[src/hdl/mfd_pkg.sv]
`timescale 1ns / 1ps
`default_nettype none

package mfd_pkg;

    localparam int MARKER_MAX_DEFAULT = 16;
    localparam int HDR_BYTES          = 5;
    localparam int POS_W              = 17;
    localparam int CMP_W              = POS_W + 1;
    localparam logic [POS_W-1:0] POS_MAX = {POS_W{1'b1}};

    localparam int CFG_IDX_W  = 3;
    localparam int CFG_DATA_W = 64;

    localparam logic [CFG_IDX_W-1:0] CFG_PREFIX_LO  = 3'd0;
    localparam logic [CFG_IDX_W-1:0] CFG_PREFIX_HI  = 3'd1;
    localparam logic [CFG_IDX_W-1:0] CFG_SUFFIX_LO  = 3'd2;
    localparam logic [CFG_IDX_W-1:0] CFG_SUFFIX_HI  = 3'd3;
    localparam logic [CFG_IDX_W-1:0] CFG_PREFIX_LEN = 3'd4;
    localparam logic [CFG_IDX_W-1:0] CFG_SUFFIX_LEN = 3'd5;
    localparam logic [CFG_IDX_W-1:0] CFG_MAX_PAY    = 3'd6;
    localparam logic [CFG_IDX_W-1:0] CFG_RX_EN      = 3'd7;

    localparam logic [15:0] MAX_PAYLOAD_RESET = 16'd1024;

    localparam logic [2:0] V_PENDING  = 3'd0;
    localparam logic [2:0] V_ACCEPT   = 3'd1;
    localparam logic [2:0] V_SHORT    = 3'd2;
    localparam logic [2:0] V_PREFIX   = 3'd3;
    localparam logic [2:0] V_LONG     = 3'd4;
    localparam logic [2:0] V_SUFFIX   = 3'd5;
    localparam logic [2:0] V_DISABLED = 3'd6;

    typedef struct packed {
        logic [63:0] prefix_lo;
        logic [63:0] prefix_hi;
        logic [63:0] suffix_lo;
        logic [63:0] suffix_hi;
        logic [4:0]  pfx_count;
        logic [4:0]  sfx_count;
        logic [15:0] max_payload;
        logic        rx_enabled;
    } cfg_t;

    typedef struct packed {
        logic [7:0] frame_byte;
        logic       in_frame;
        logic       packet_end;
        logic [2:0] verdict;
    } res_t;

    function automatic logic [7:0] marker_byte(input logic [63:0] lo, input logic [63:0] hi,
                                               input logic [3:0] idx);
        logic [63:0] w;
        w = idx[3] ? hi : lo;
        return w[{idx[2:0], 3'b000} +: 8];
    endfunction

endpackage

`default_nettype wire

[src/hdl/marked_frame_deframer.sv]
`timescale 1ns / 1ps
`default_nettype none

// Frame extractor for length-prefixed packets carried between marker strings.
// Input stream: one raw packet byte per beat on s_tdata, s_tlast on the final
// byte. Output stream: one beat per input beat carrying the same byte, an
// in-frame flag (header or payload) and, on the tlast beat, the verdict for
// the whole packet; earlier beats carry verdict pending.
// Prefix, suffix, their lengths, the payload limit and the enable are written
// through the cfg_wen / cfg_index / cfg_wdata port. The user must write them
// only while the stream is idle; the block does not enforce it. Throughput is one
// byte per cycle while m_tready stays high. A beat passes the input register, where
// the compare and count logic works on the byte, and then the output register.
// When the receiver holds m_tready low the output register keeps its beat, the
// input register fills behind it and s_tready then falls until the stall ends.
// A synchronous reset (aresetn low) empties both registers, clears the packet
// position and match state, and loads the register defaults (payload limit 1024,
// receiver disabled, no prefix or suffix).

module marked_frame_deframer
    import mfd_pkg::*;
#(
    parameter int MARKER_MAX_BYTES = MARKER_MAX_DEFAULT
) (
    input  wire logic                  aclk,
    input  wire logic                  aresetn,
    input  wire logic                  s_tvalid,
    output logic                       s_tready,
    input  wire logic [7:0]            s_tdata,   // raw_byte
    input  wire logic                  s_tlast,   // last_byte
    output logic                       m_tvalid,
    input  wire logic                  m_tready,
    output logic [7:0]                 m_tdata,   // frame_byte
    output logic [3:0]                 m_tuser,   // [0] in_frame, [3:1] verdict
    output logic                       m_tlast,   // packet_end
    input  wire logic                  cfg_wen,
    input  wire logic [CFG_IDX_W-1:0]  cfg_index,
    input  wire logic [CFG_DATA_W-1:0] cfg_wdata
);

    cfg_t cfg;
    res_t res;

    logic       in_valid_reg;
    logic [7:0] in_byte_reg;
    logic       in_last_reg;
    logic       out_valid_reg;
    res_t       out_res_reg;
    logic       out_free, advance;

    assign out_free = !out_valid_reg || m_tready;
    assign advance  = in_valid_reg && out_free;
    assign s_tready = !in_valid_reg || out_free;

    mfd_cfg_regs u_cfg (
        .aclk      (aclk),
        .aresetn   (aresetn),
        .cfg_wen   (cfg_wen),
        .cfg_index (cfg_index),
        .cfg_wdata (cfg_wdata),
        .cfg       (cfg)
    );

    mfd_frame_core #(
        .MARKER_MAX_BYTES (MARKER_MAX_BYTES)
    ) u_core (
        .aclk      (aclk),
        .aresetn   (aresetn),
        .step      (advance),
        .raw_byte  (in_byte_reg),
        .last_byte (in_last_reg),
        .cfg       (cfg),
        .res       (res)
    );

    always_ff @(posedge aclk) begin
        if (!aresetn) begin
            in_valid_reg  <= 1'b0;
            out_valid_reg <= 1'b0;
        end else begin
            if (s_tready)
                in_valid_reg <= s_tvalid;
            if (out_free)
                out_valid_reg <= in_valid_reg;
        end
    end

    always_ff @(posedge aclk) begin
        if (s_tvalid && s_tready) begin
            in_byte_reg <= s_tdata;
            in_last_reg <= s_tlast;
        end
        if (advance)
            out_res_reg <= res;
    end

    assign m_tvalid = out_valid_reg;
    assign m_tdata  = out_res_reg.frame_byte;
    assign m_tuser  = {out_res_reg.verdict, out_res_reg.in_frame};
    assign m_tlast  = out_res_reg.packet_end;

    // A verdict appears on the closing beat of a packet and only there.
    a_verdict_on_last: assert property (@(posedge aclk) disable iff (!aresetn)
        m_tvalid && m_tlast |-> m_tuser[3:1] != V_PENDING)
        else $error("closing beat without a verdict");

    a_pending_mid: assert property (@(posedge aclk) disable iff (!aresetn)
        m_tvalid && !m_tlast |-> m_tuser[3:1] == V_PENDING)
        else $error("verdict given before the closing beat");

    a_verdict_code: assert property (@(posedge aclk) disable iff (!aresetn)
        m_tvalid |-> m_tuser[3:1] <= V_DISABLED)
        else $error("verdict code out of range");

    // The core state only moves when a beat is handed on to the output register.
    a_no_loss: assert property (@(posedge aclk) disable iff (!aresetn)
        in_valid_reg && !out_free |=> in_valid_reg)
        else $error("input beat dropped while the output stalled");

endmodule

`default_nettype wire

[src/hdl/mfd_cfg_regs.sv]
`timescale 1ns / 1ps
`default_nettype none

module mfd_cfg_regs
    import mfd_pkg::*;
(
    input  wire logic                  aclk,
    input  wire logic                  aresetn,
    input  wire logic                  cfg_wen,
    input  wire logic [CFG_IDX_W-1:0]  cfg_index,
    input  wire logic [CFG_DATA_W-1:0] cfg_wdata,
    output cfg_t                       cfg
);

    cfg_t cfg_reg;

    always_ff @(posedge aclk) begin
        if (!aresetn) begin
            cfg_reg.prefix_lo   <= '0;
            cfg_reg.prefix_hi   <= '0;
            cfg_reg.suffix_lo   <= '0;
            cfg_reg.suffix_hi   <= '0;
            cfg_reg.pfx_count   <= '0;
            cfg_reg.sfx_count   <= '0;
            cfg_reg.max_payload <= MAX_PAYLOAD_RESET;
            cfg_reg.rx_enabled  <= 1'b0;
        end else if (cfg_wen) begin
            unique case (cfg_index)
                CFG_PREFIX_LO:  cfg_reg.prefix_lo   <= cfg_wdata;
                CFG_PREFIX_HI:  cfg_reg.prefix_hi   <= cfg_wdata;
                CFG_SUFFIX_LO:  cfg_reg.suffix_lo   <= cfg_wdata;
                CFG_SUFFIX_HI:  cfg_reg.suffix_hi   <= cfg_wdata;
                CFG_PREFIX_LEN: cfg_reg.pfx_count   <= cfg_wdata[4:0];
                CFG_SUFFIX_LEN: cfg_reg.sfx_count   <= cfg_wdata[4:0];
                CFG_MAX_PAY:    cfg_reg.max_payload <= cfg_wdata[15:0];
                CFG_RX_EN:      cfg_reg.rx_enabled  <= cfg_wdata[0];
                default: ;
            endcase
        end
    end

    assign cfg = cfg_reg;

endmodule

`default_nettype wire

[src/hdl/mfd_frame_core.sv]
`timescale 1ns / 1ps
`default_nettype none

module mfd_frame_core
    import mfd_pkg::*;
#(
    parameter int MARKER_MAX_BYTES = MARKER_MAX_DEFAULT
) (
    input  wire logic       aclk,
    input  wire logic       aresetn,
    input  wire logic       step,
    input  wire logic [7:0] raw_byte,
    input  wire logic       last_byte,
    input  wire cfg_t       cfg,
    output res_t            res
);

    localparam logic [4:0] MARK_LIM = 5'(MARKER_MAX_BYTES);

    logic [POS_W-1:0] pos_reg, pos_next;
    logic [15:0]      hlen_reg, hlen_next;
    logic             pmatch_reg, pmatch_next;
    logic             smatch_reg, smatch_next;

    logic [4:0]       pl, sl;
    logic [CMP_W-1:0] pos_w, hdr_end, frame_end, sfx_end, sfx_off;
    logic [CMP_W-1:0] len, min_len, full_len;
    logic             in_prefix, in_header, in_payload, in_suffix;
    logic [POS_W-1:0] hdr_off;
    logic [2:0]       verdict;

    always_comb begin
        pl = (cfg.pfx_count > MARK_LIM) ? MARK_LIM : cfg.pfx_count;
        sl = (cfg.sfx_count > MARK_LIM) ? MARK_LIM : cfg.sfx_count;

        pos_w     = {1'b0, pos_reg};
        hdr_end   = CMP_W'(pl) + CMP_W'(HDR_BYTES);
        frame_end = hdr_end + CMP_W'(hlen_reg);
        sfx_end   = frame_end + CMP_W'(sl);
        sfx_off   = pos_w - frame_end;
        hdr_off   = pos_reg - POS_W'(pl);

        in_prefix  = pos_w < CMP_W'(pl);
        in_header  = !in_prefix && (pos_w < hdr_end);
        in_payload = !in_prefix && !in_header && (pos_w < frame_end);
        in_suffix  = !in_prefix && !in_header && !in_payload && (pos_w < sfx_end);

        pmatch_next = pmatch_reg;
        smatch_next = smatch_reg;
        hlen_next   = hlen_reg;

        if (in_prefix && (marker_byte(cfg.prefix_lo, cfg.prefix_hi, pos_reg[3:0]) != raw_byte))
            pmatch_next = 1'b0;
        if (in_suffix && (marker_byte(cfg.suffix_lo, cfg.suffix_hi, sfx_off[3:0]) != raw_byte))
            smatch_next = 1'b0;
        if (in_header && (hdr_off == POS_W'(3)))
            hlen_next = {hlen_reg[15:8], raw_byte};
        if (in_header && (hdr_off == POS_W'(4)))
            hlen_next = {raw_byte, hlen_reg[7:0]};

        // The verdict sees the header length and match flags including this beat.
        len      = pos_w + CMP_W'(1);
        min_len  = hdr_end + CMP_W'(sl);
        full_len = min_len + CMP_W'(hlen_next);

        verdict = V_PENDING;
        if (last_byte) begin
            priority if (len < min_len)             verdict = V_SHORT;
            else if (!pmatch_next)                  verdict = V_PREFIX;
            else if (hlen_next > cfg.max_payload)   verdict = V_LONG;
            else if (len < full_len)                verdict = V_SHORT;
            else if (!smatch_next)                  verdict = V_SUFFIX;
            else if (!cfg.rx_enabled)               verdict = V_DISABLED;
            else                                    verdict = V_ACCEPT;
        end

        pos_next = pos_reg;
        if (last_byte) begin
            pos_next    = '0;
            hlen_next   = '0;
            pmatch_next = 1'b1;
            smatch_next = 1'b1;
        end else if (pos_reg < POS_MAX) begin
            pos_next = pos_reg + POS_W'(1);
        end

        res.frame_byte = raw_byte;
        res.in_frame   = in_header || in_payload;
        res.packet_end = last_byte;
        res.verdict    = verdict;
    end

    always_ff @(posedge aclk) begin
        if (!aresetn) begin
            pos_reg    <= '0;
            hlen_reg   <= '0;
            pmatch_reg <= 1'b1;
            smatch_reg <= 1'b1;
        end else if (step) begin
            pos_reg    <= pos_next;
            hlen_reg   <= hlen_next;
            pmatch_reg <= pmatch_next;
            smatch_reg <= smatch_next;
        end
    end

endmodule

`default_nettype wire

[config.mk]
export PLATFORM = sky130hd
export DESIGN_NAME = marked_frame_deframer
export DESIGN_NICKNAME = d
export VERILOG_FILES = /design/src/hdl/mfd_pkg.sv /design/src/hdl/marked_frame_deframer.sv /design/src/hdl/mfd_cfg_regs.sv /design/src/hdl/mfd_frame_core.sv
export SDC_FILE = /design/constraint.sdc
export NUM_CORES = 1
export LEC_CHECK = 0
export BUFFER_PORTS_ARGS = -buffer_cell sky130_fd_sc_hd__buf_2
export CORE_MARGIN = 2
export CORE_UTILIZATION = 45
export DETAILED_ROUTE_END_ITERATION = 7
export PLACE_DENSITY_LB_ADDON = 0.3
export SLEW_MARGIN = 25
export SYNTH_ARGS = -nofsm -noshare
export SYNTH_HDL_FRONTEND = slang
export SYNTH_SLANG_ARGS = --single-unit
[constraint.sdc]
create_clock -name aclk -period 8.1 [get_ports aclk]
set_input_delay 0.405 -clock aclk [delete_from_list [all_inputs] [get_ports aclk]]
set_output_delay 0.405 -clock aclk [all_outputs]
set_load 0.1 [all_outputs]
Yosys cells after proc, flatten, opt, wreduce, memory -nomap -nowiden. Index checks and enable logic that the tools add are counted.

Add/subtract/negate cells: 9. Multiply operators: 0. Div/mod/pow operators: 0. $lt $le $gt $ge: 10. Eq/ne operators: 11. Shifts and indexed selects: 2. Mux-type cells: 19. Bitwise logic cells: 2. Reduce and logical (&&, ||, !) cells: 32.

Operators with widths (number): two-way mux 64 bit (2); indexed part select 64 x 7 -> 8 bit (2); adder 18 x 5 -> 18 bit (2); < comparator 17 x 18 -> 1 bit (2); < comparator 18 bit (2); two-way mux 17 bit (2); two-way mux 16 bit (2); adder 17 x 1 -> 18 bit, second input constant (1); adder 18 x 16 -> 18 bit (1); AND reduction 2 bit (9); adder 17 x 1 -> 17 bit, second input constant (1); adder 6 x 16 -> 17 bit (1); == test 17 x 2 -> 1 bit, second input constant (1); == test 17 x 3 -> 1 bit, second input constant (1); < comparator 17 bit, second input constant (1); < comparator 17 x 5 -> 1 bit (1); < comparator 17 x 6 -> 1 bit (1); subtractor 17 x 5 -> 17 bit (1); greater-than comparator 16 bit (1); inequality test 8 bit (2); == test 3 bit, second input constant (4); two-way mux 3 bit (4); logical AND 1 bit (11); greater-than comparator 5 bit, second input constant (2); 15 further kinds (28).

Register bits: 342. Latch bits: 0. Memory bits (writable): 0. Memory bits (read-only): 0. Input port bits: 81. Output and inout port bits: 15. Logic and storage cells: 107. Memories: 0.

Longest topological paths before layout. Gate-level depths: netlist (run 1).

Word-level depth: 18. Mapped depth: 33. Depth with buffers taken out: 33.

Cells and area by module. Synthesis (run 1) repeated with hierarchy kept, for this count alone.

Cell total of the unflattened synthesis: 2155. Area, all modules: 20200.6 um^2.

Modules (own cells, without submodules): mfd_cfg_regs (instances 1, cells each 992, area an instance 10437.5 um^2); mfd_frame_core (instances 1, cells each 1132, area an instance 8998.6 um^2); marked_frame_deframer (instances 1, cells each 31, area an instance 764.5 um^2).

Least setup slack after synthesis (run 1). Ideal clock, no wire load.

Path kind: register to register. Start point: register u_cfg.cfg_reg, in the netlist u_cfg.cfg[26]. End point: register out_res_reg, in the netlist m_tuser[3] (data pin). Library setup time: 0.282 ns. Arrival: 5.474 ns. Data required time: 7.818 ns. Path slack: 2.343 ns. Stages on the path, launching flop included: 34. Clock period less this slack: 5.757 ns. Path through: dfxtp_1 > inv_1 > nand2_1 > inv_1 > ha_1 > inv_1 > ha_1 > nor2b_1 > o21a_1 > o21a_1 > o221ai_1 > nand2_1 > a211oi_2 > nand2_2 > mux2i_1 > inv_1 > ha_1 > fa_1 > a21oi_1 > nor2_1 > nor2_1 > o21bai_1 > a21oi_1 > o21bai_1 > nand3_1 > xor2_1 > ha_1 > a21o_1 > a21o_1 > a21oi_1 > o21ai_0 > or3_1 > o21ai_1 > a211oi_2.

Longest elaborated chain between the ends: 16. Elaborated cells on any way between the ends: 42.

RTL lines: from (decl) (RTL line mfd_cfg_regs.sv:15) `cfg_t cfg_reg;`; greater-than comparator 5 bit (RTL line mfd_frame_core.sv:33) `pl = (cfg.pfx_count > MARK_LIM) ? MARK_LIM : cfg.pfx_count;`; two-way mux 5 bit * (RTL line mfd_frame_core.sv:33); branches (longest 14 deep; another with adder 18 x 5 -> 18 bit); to (signal assigned) (RTL line marked_frame_deframer.sv:94) `out_res_reg <= res;`; to (decl) (RTL line marked_frame_deframer.sv:48) `res_t out_res_reg;`.

Mark *: on every way between the ends. A chain may end at the register's enable or synchronous reset.

Final worst setup path (run 1).
Start point: register u_core.pos_reg[1]. End point: register out_res_reg, in the netlist m_tuser[3] (data pin).

Longest elaborated chain between the ends: 14. Elaborated cells on any way between the ends: 39.

RTL lines: from (decl) (RTL line mfd_frame_core.sv:20) `logic [POS_W-1:0] pos_reg, pos_next;`; from (signal assigned) (RTL line mfd_frame_core.sv:100) `pos_reg <= pos_next;`; branches (longest 14 deep; another with adder 18 x 16 -> 18 bit).

Parallel ways; which one is timed is not known.

==> flow_summary.toml, run 1 <==
[flow_run]
drv_cap = 0

[outcome]
outcome = "finished clean"

[synth]
yosysMostFrequentCell = "nand2_1"
yosysTopAreaCell = "dfxtp_1"
synth-edff-count = 22
yosys-top-cells-area = "dfxtp_1 34%, nand2_1 12%, a21oi_1 8.3%"
ys_seq_area_share_pct = 37.7
syn_inst = 2288
synth_top_area_share_pct = 34.2
synth-seq-cells = 342
syn_area_um2 = 18700
synth_common_cells = "609 x nand2_1, 320 x dfxtp_1, 311 x a21oi_1"
syn_avg_cell_area_um2 = 8.19
yosysWarnings = 0
post_synth_num_cell_types = 81
ys.flop_type = "dfxtp_1"
async_flop_share_pct = 0

[place]
postPlaceCellArea_um2 = 19400
pre_cts_ws_ns = 1.68
gp_congestion = 0.919
io_buffers = 95
hpwl_um = 40800
dp.cells = 2793

[setup_path]
cp.required_ns = 8.37
arrival_ns = 6.74
cpMaxStageDelayCell = "dfxtp_1"
r2r-end = "m_tuser[3]$_SDFFCE_PP0P_"
critPathCaptureType = "register"
crit_top_cell = "a21oi_1"
cp_max_fo = 18
critPathLaunchType = "register"
worstSetupPathType = "reg2reg"
r2r_start = "u_core.pos_reg[1]$_SDFFE_PN0P_"
cpPeakStageDelay_ns = 0.75
r2r_cells = 29
reg2reg_setup_slack_ns = 1.64

[power_and_ir_drop]
power_density_nw_per_um2 = 187
ir_worst_vdd_v = 0.000179
p_sw_mw = 1.05
clkPwrFrac_pct = 43.9
pwr-share-comb_pct = 10.5
seqPwrFrac_pct = 45.5
cellLeakagePower_nw = 7.65
intPower_mw = 2.82
swShare_pct = 27.1

[cells_and_area]
finalInstanceArea_um2 = 20700
nFillCells = 3953
fin_nets = 2500
largest_reg_flops = 283
layout-drive-gt1-share_pct = 11.3
syn2layout_area_growth_pct = 10.6
fin_cells = 2867
num_antenna_cells = 0

[route]
drc_errors = 0
dr.pass1.iters = 5
final_antenna_net_count = 0
wirelength_um = 59100
first_iter_violations = 1599
viasPerCell = 5.88
avgRoutedWirePerCell_um = 20.6
vias = 16868

[timing]
final-hold-violation-count = 0
setup_viol = 0
worst_slew_pin_slew_ns = 1.07
setup_ws_ns = 1.64
rsz0062_at_grt = "false"
fmax_mhz = 155
skew_ns = 0.0134
timing.setup.tns_ns = 0
max_slew_margin_pct = 28.0
slew_viol_final = 0
period_share_pct = 79.8
hold_slack_ns = 0.0166
min_period_ns = 6.46

[global_routing]
grtUsageTotal_pct = 26.9
grt_pass1_vias = 16064
grt_max_degree = 165
antenna_found_initial = 2
grt_pass1_wl_um = 92900
grt_remaining_overflow = 0

[floorplanning]
die_h_um = 208
die_w_um = 208
std_cell_rows = 74
io_pins = 96
core-area_um2 = 40900
die_area_um2 = 43300
start_util_pct = 45.8

[clock_tree]
clockRootBuffer = "clkbuf_16"
cts_buffers = 39
clockBufferDepth = 3
insertion_delay_ns = 0.58
hold_buffers = 6
cts_tree = "built"
cts_setup_buffers = 0
cts.htree.levels = 2
post_cts_resized = 0
numClockSinks = 342
path_clk_slew_ns = 0.06

[min_path]
hold_end = "in_byte_reg[3]$_DFFE_PP_"
holdPathStages = 1
hp-class = "in2reg"
hp-start = "s_tdata[3]"
-- kinds of logic (layout without fill, tap and decap cells) --
kind of cell / after synthesis / count (layout) / share of synthesized area [%]
XOR/XNOR: 81 / 81 / 3.83
AO/OA/AOI/OAI: 543 / 543 / 17.5
buffers and inverters: 210 / 255 / 4.78
adder cells (fa/ha/maj): 111 / 111 / 7.65
AND/OR/NAND/NOR: 875 / 875 / 19.7
other: 2 / 4 / 0.0401
flip-flops: 342 / 342 / 37.7
multiplexers: 124 / 124 / 8.80
-- worst max path at each step --
stage,startpoint,end,slack (ns),cells after the start
CTS,u_cfg.cfg[26]$_SDFFE_PN0P_,m_tuser[3]$_SDFFCE_PP0P_,1.68,33
floorplan,u_cfg.cfg[26]$_SDFFE_PN0P_,m_tuser[3]$_SDFFCE_PP0P_,2.34,33
global placement,u_cfg.cfg[26]$_SDFFE_PN0P_,m_tuser[3]$_SDFFCE_PP0P_,1.79,33
finish,u_core.pos_reg[1]$_SDFFE_PN0P_,m_tuser[3]$_SDFFCE_PP0P_,1.64,29
detailed placement,u_cfg.cfg[26]$_SDFFE_PN0P_,m_tuser[3]$_SDFFCE_PP0P_,1.68,33
global route,u_cfg.cfg[26]$_SDFFE_PN0P_,m_tuser[3]$_SDFFCE_PP0P_,1.09,31
-- cell usage in the layout (no fill, tap or decap), types with 15 or more instances in the layout --
cell type  count
a21oi_1      311
a221oi_1      15
mux2i_1       70
xnor2_1       49
nor2b_1       21
edfxtp_1      22
nand4_1       20
nor2_1        87
nand2b_1      15
buf_4         26
xor2_1        31
buf_2         95
ha_1         104
mux4_2        30
a21o_1        19
a22oi_1       32
inv_1         56
clkbuf_16     39
nand3_1       27
o22ai_1       19
o21ai_0       41
nor4_1        15
o21a_1        16
nand2_1      607
mux2_2        23
nor3_1        34
dfxtp_1      318
-- per-layer routing --
layer  vias up  global-route usage (%)  wire length [µm]
li1       7998                       -                 -
met1      8075                    38.0             26500
met2       673                    41.8             25900
met3       118                    4.32              4660
met4         4                    9.51              1960
met5         -                       0                20
-- final cells by class --
cell class                      instances  area, µm²  share of cell area, %
Inverter                               60        233                   1.12
Timing Repair Buffer                  127        731                   3.53
Tap cell                              532        666                   3.21
Clock inverter                         14        125                  0.604
Sequential cell                       342       7070                   34.1
Multi-Input combinational cell       1738      10800                   52.2
Clock buffer                           54       1090                   5.27
-- power groups by stage --
stage                     clock network, mW  registers, mW  logic (mW)
after floorplan                           0           1.81       0.254
after global routing                   1.79           1.77       0.442
final                                  1.70           1.76       0.408
after global placement                    0           1.80       0.394
after detailed placement                  0           1.80       0.399
after CTS                              1.72           1.76       0.403
-- critical path: cells and delay by family, from the launching register on --
family | cells | cell delay (ns)
fa+ha+maj | 4 | 1.33
flops | 1 | 0.75
mux | 1 | 0.29
xor+xnor | 1 | 0.09
compound gates | 12 | 1.59
buf+inv | 2 | 0.33
simple gates | 9 | 1.79
-- metrics by stage --
stage,power (mW),utilization (%)
finish,3.87,50.6
detailed placement,2.20,47.5
global route,4.00,50.6
global placement,2.19,47.5
CTS,3.89,50.6
floorplan,2.07,-
Power figures use the tool's default switching activity.
==> run 2: changes to the inputs <==
clock period = 6.1 ns   (was 8.1 ns; I/O delays follow)
==> run 2 against run 1 <==
Via count rose by 0.74%. Clock power rose by 43%. Total power rose by 38%. Critical endpoint is now m_tuser[1]$_SDFFCE_PP0P_. Largest cell class unchanged. Global-route usage fell by 0.18 points. Sequential share of layout area fell by 0.75 points. Cell count rose by 0.94%. Sequential power rose by 33%.
==> flow_summary.toml, run 2 (synthesis results as in run 1) <==
[floorplanning]
io_pins = 96
core-area_um2 = 40900
die_w_um = 208
die_h_um = 208
std_cell_rows = 74
die_area_um2 = 43300
start_util_pct = 45.8

[cells_and_area]
largest_reg_flops = 283
mostFrequentLayoutCell = "nand2_1"
num_antenna_cells = 0
fin_nets = 2525
finalInstanceArea_um2 = 21200
layout-drive-gt1-share_pct = 13.3
layout_common_cells = "605 x nand2_1, 317 x dfxtp_1, 305 x a21oi_1"
syn2layout_area_growth_pct = 13.1
fin_cells = 2894

[place]
io_buffers = 95
dp.cells = 2809
hpwl_um = 40400
postPlaceCellArea_um2 = 19600
gp_congestion = 0.891

[global_routing]
grt_pass1_wl_um = 91500
grt_pass1_vias = 16186
grt_max_degree = 153
antenna_found_initial = 4
grt_remaining_overflow = 0
grtUsageTotal_pct = 26.8

[timing]
min_period_ns = 5.89
fmax_mhz = 170
skew_ns = 0.0150
timing.setup.tns_ns = 0
max_slew_margin_pct = 26.1
setup_viol = 0
final-hold-violation-count = 0
slew_viol_final = 0
worst_slew_pin_slew_ns = 1.11
period_share_pct = 96.5

[route]
final_antenna_net_count = 0
dr.pass1.iters = 6
wirelength_um = 59300
drc_errors = 0
vias = 16993
avgRoutedWirePerCell_um = 20.5
viasPerCell = 5.87
first_iter_violations = 1524

[setup_path]
cp.required_ns = 6.38
cpMaxStageDelayCell = "or3_4"
critPathLaunchType = "register"
arrival_ns = 6.17
critPathCaptureType = "register"
cp_max_fo = 6
cpPeakStageDelay_ns = 0.38
worstSetupPathType = "reg2reg"

[clock_tree]
cts_buffers = 39
clockBufferDepth = 3
numClockSinks = 342
path_clk_slew_ns = 0.06
cts_tree = "built"
cts.htree.levels = 2
clockRootBuffer = "clkbuf_16"
insertion_delay_ns = 0.56

[power_and_ir_drop]
cellLeakagePower_nw = 7.85
power_density_nw_per_um2 = 251
ir_worst_vdd_v = 0.000217

[flow_run]
drv_cap = 0

[min_path]
hp-class = "in2reg"

[outcome]
outcome = "finished clean"
run 2: cell count changes in the layout (fill, tap and decap cells not counted), moves of 3 or more:
cell           change
clkinvlp_4         -3
dlygate4sd3_1      +6
a21oi_1            -6
a21oi_2            +6
bufinv_16          +4
buf_4             +18
ha_1               -3
run 2: layout make-up:
| class | instances | area [µm²] |
|---|---|---|
| fillers | 3908 | 19700 |
| clock buffers | 55 | 1120 |
| multi-input cells | 1738 | 11000 |
| flip-flops and latches | 342 | 7070 |
| inverters | 60 | 235 |
| clock inverters | 15 | 193 |
| well taps | 532 | 666 |
| repair buffers | 152 | 946 |
run 2: worst max-delay path: cells and delay by family, from the launching register on:
kind / cells / cell delay (ns)
adder cells (fa/ha/maj): 4 / 1.20
AND/OR/NAND/NOR: 6 / 0.99
multiplexers: 1 / 0.31
buffers and inverters: 4 / 0.32
AO/OA/AOI/OAI: 15 / 2.18
XOR/XNOR: 1 / 0.23
flip-flops: 1 / 0.35
run 2: what timing repair did:
action                     CTS  global route
buffers inserted             0             3
hold endpoints to repair    14             0
setup endpoints to repair    0             4
resized for setup            0            35
hold buffers                12             0
run 2: through the flow:
stage | hold WS, ns | setup WS, ns | utilization [%] | total power [mW]
after floorplan | 0.367 | 0.343 | - | 2.74
after global placement | 0.438 | 0.181 | 47.9 | 2.92
after detailed placement | 0.445 | 0.0396 | 47.9 | 2.93
after CTS | 0.00127 | 0.0166 | 51.4 | 5.35
after global routing | 0.0206 | -0.0119 | 51.8 | 5.49
final | 0.0219 | 0.214 | 51.8 | 5.33
run 2: where the power goes:
| part | leakage [nW] | internal, mW | switching, mW |
|---|---|---|---|
| Clock | 0.648 | 1.45 | 0.976 |
| Combinational | 4.40 | 0.187 | 0.374 |
| Sequential | 2.80 | 2.31 | 0.0365 |
| Total | 7.85 | 3.94 | 1.39 |
run 2: path summary, 6_finish.rpt:
| kind | startpoint | endpoint | slack, ns | cells past startpoint |
|---|---|---|---|---|
| max | u_cfg.cfg[26]$_SDFFE_PN0P_ | m_tuser[1]$_SDFFCE_PP0P_ | 0.21 | 31 |
| min | cfg_wdata[35] | u_cfg.cfg[62]$_SDFFE_PN0P_ | 0.02 | 3 |
| max reg2reg | u_cfg.cfg[26]$_SDFFE_PN0P_ | m_tuser[1]$_SDFFCE_PP0P_ | 0.21 | 31 |
| min reg2reg | u_cfg.cfg[107]$_SDFFE_PN0P_ | u_cfg.cfg[107]$_SDFFE_PN0P_ | 0.45 | 2 |
run 2: layer usage:
| metal | track usage, % | vias up | share of wire [%] |
|---|---|---|---|
| met5 | 0 | - | 0.078 |
| met4 | 9.71 | 8 | 3.2 |
| met3 | 5.51 | 113 | 8.7 |
| met2 | 41.0 | 651 | 44 |
| met1 | 37.3 | 8163 | 44 |
| li1 | - | 8058 | - |
==> run 3: changes to the inputs <==
ABC_AREA = 1   (was default)
==> run 3 against run 2 <==
Core utilization fell by 0.37 points. Clock power increased by 2%. Clock-buffer cell count fell by 2. Clock skew grew 0.0034 ns. Global-route usage is 1.6 points higher. Largest power group unchanged. Setup slack improved by 0.25 ns. Synthesized area shrank 1.8%. Flip-flop and latch count unchanged. Critical path depth rose by 9. Routed wire length grew 2.4%. Combinational power up 21%. Register-to-register slack gained 0.25 ns. Largest cell class unchanged.
==> flow_summary.toml, run 3 <==
[synth]
syn_inst = 2617
ys.flop_type = "dfxtp_1"
ys_seq_area_share_pct = 38.4
synth-seq-cells = 342
synth_common_cells = "624 x nor2_1, 378 x nand2_1, 345 x o21ai_0"
yosys-top-cells-area = "dfxtp_1 35%, nor2_1 13%, o21ai_0 9.4%"
async_flop_share_pct = 0
syn_avg_cell_area_um2 = 7.03
synth_top_area_share_pct = 34.8
yosysMostFrequentCell = "nor2_1"
syn_area_um2 = 18400
synth-edff-count = 22
post_synth_num_cell_types = 59
yosysWarnings = 0
yosysTopAreaCell = "dfxtp_1"

[timing]
period_share_pct = 92.4
slew_viol_final = 0
min_period_ns = 5.63
skew_ns = 0.0184
setup_ws_ns = 0.465
setup_viol = 0
worst_slew_pin_slew_ns = 1.05
max_slew_margin_pct = 29.9
timing.setup.tns_ns = 0
fmax_mhz = 177
final-hold-violation-count = 0
hold_slack_ns = 0.0421

[route]
avgRoutedWirePerCell_um = 18.8
vias = 18129
first_iter_violations = 1603
viasPerCell = 5.62
drc_errors = 0
final_antenna_net_count = 0
dr.pass1.iters = 6
wirelength_um = 60800

[setup_path]
crit_top_cell = "nand2_1"
worstSetupPathType = "reg2reg"
cp.required_ns = 6.49
critPathLaunchType = "register"
cpMaxStageDelayCell = "fa_2"
critPathCaptureType = "register"
cp_max_fo = 5
arrival_ns = 6.03
cpPeakStageDelay_ns = 0.42

[global_routing]
met1_usage_pct = 36.0
grtUsageTotal_pct = 28.4
antenna_found_initial = 4
use_met2_pct = 48.2
grt_pass1_wl_um = 94500
grt_max_degree = 184
grt_remaining_overflow = 0
use_met3_pct = 4.27
grt_pass1_vias = 16995
grt-busiest-layer = "met2"

[clock_tree]
cts_buffers = 39
insertion_delay_ns = 0.54
path_clk_slew_ns = 0.06
clockRootBuffer = "clkbuf_16"
cts.htree.levels = 2
cts_tree = "built"
clockBufferDepth = 3
numClockSinks = 342

[floorplanning]
start_util_pct = 45.4
die_w_um = 206
io_pins = 96
core-area_um2 = 40600
die_area_um2 = 42500
die_h_um = 206
std_cell_rows = 74

[place]
io_buffers = 95
hpwl_um = 39900
dp.cells = 3135
pre_cts_ws_ns = 0.0860
gp_congestion = 0.937
postPlaceCellArea_um2 = 19200

[power_and_ir_drop]
power_density_nw_per_um2 = 266
total_power_mw = 5.54
cellLeakagePower_nw = 9.28
ir_worst_vdd_v = 0.000214

[cells_and_area]
layout_common_cells = "618 x nor2_1, 374 x nand2_1, 344 x o21ai_0"
fin_nets = 2855
syn2layout_area_growth_pct = 13.4
nFillCells = 3966
multiInputGateArea_um2 = 10200
layout-drive-gt1-share_pct = 10.4
regArea_um2 = 7070
mostFrequentLayoutCell = "nor2_1"
fin_cells = 3226
fin_util_pct = 51.4
largest_reg_flops = 283
finalInstanceArea_um2 = 20900

[min_path]
hp-class = "in2reg"

[flow_run]
drv_cap = 0

[outcome]
outcome = "finished clean"
[run 3: cell count changes after synthesis, moves of 70 or more]
cell,before,now
nand3_1,28,173
a21oi_1,311,136
nor2_1,88,624
inv_1,57,153
o21ai_0,41,345
nand2_1,609,378
mux2i_1,70,0
[run 3: final cells by class]
cell class,instances,area share [%]
clock inverters,17,1.18
well taps,532,3.19
diodes,2,0.0240
inverters,162,2.93
multi-input cells,1972,49.1
clock buffers,53,5.36
flip-flops and latches,342,33.9
repair buffers,146,4.30
[run 3: where the power goes]
group / total (mW) / switching [mW] / internal [mW]
clock network: 2.49 / 0.981 / 1.50
logic: 0.679 / 0.481 / 0.198
registers: 2.37 / 0.0384 / 2.33
[run 3: cell families after synthesis]
family                     share of synthesized area [%]
adders and majority gates                           7.79
buffers and inverters                               6.88
DFF                                                 38.4
AOI/OAI and AO/OA                                   16.4
xor gates and xnor gates                            3.05
and+or+nand+nor                                     27.4
other                                             0.0408
[run 3: per-layer routing]
layer,part of all wire (%),vias up
met1,41,8564
met5,0.044,-
met4,4.2,4
met2,48,703
met3,6.9,154
li1,-,8704
[run 3: worst max-delay path, delay by kind of cell, from the launching register on]
kind | cells | cell delay (ns)
fa+ha+maj | 5 | 1.37
compound gates | 14 | 2.01
flops | 1 | 0.34
buf+inv | 8 | 0.61
simple gates | 13 | 1.16
[run 3: repair_timing]
item | in CTS | in global routing
setup buffers | 0 | 10
resized for setup | 0 | 37
endpoints found under the hold margin | 9 | 0
setup endpoints to repair | 0 | 4
hold buffers | 9 | 0
[run 3: worst paths after layout]
path	from	endpoint	slack [ns]	cells after the start
hold / removal	cfg_wdata[26]	u_cfg.cfg[117]$_SDFFE_PN0P_	0.04	3
hold reg to reg	u_cfg.cfg[20]$_SDFFE_PN0P_	u_cfg.cfg[20]$_SDFFE_PN0P_	0.45	2
setup reg to reg	u_cfg.cfg[26]$_SDFFE_PN0P_	m_tuser[2]$_SDFFCE_PN0P_	0.47	40
setup / recovery	u_cfg.cfg[26]$_SDFFE_PN0P_	m_tuser[2]$_SDFFCE_PN0P_	0.47	40
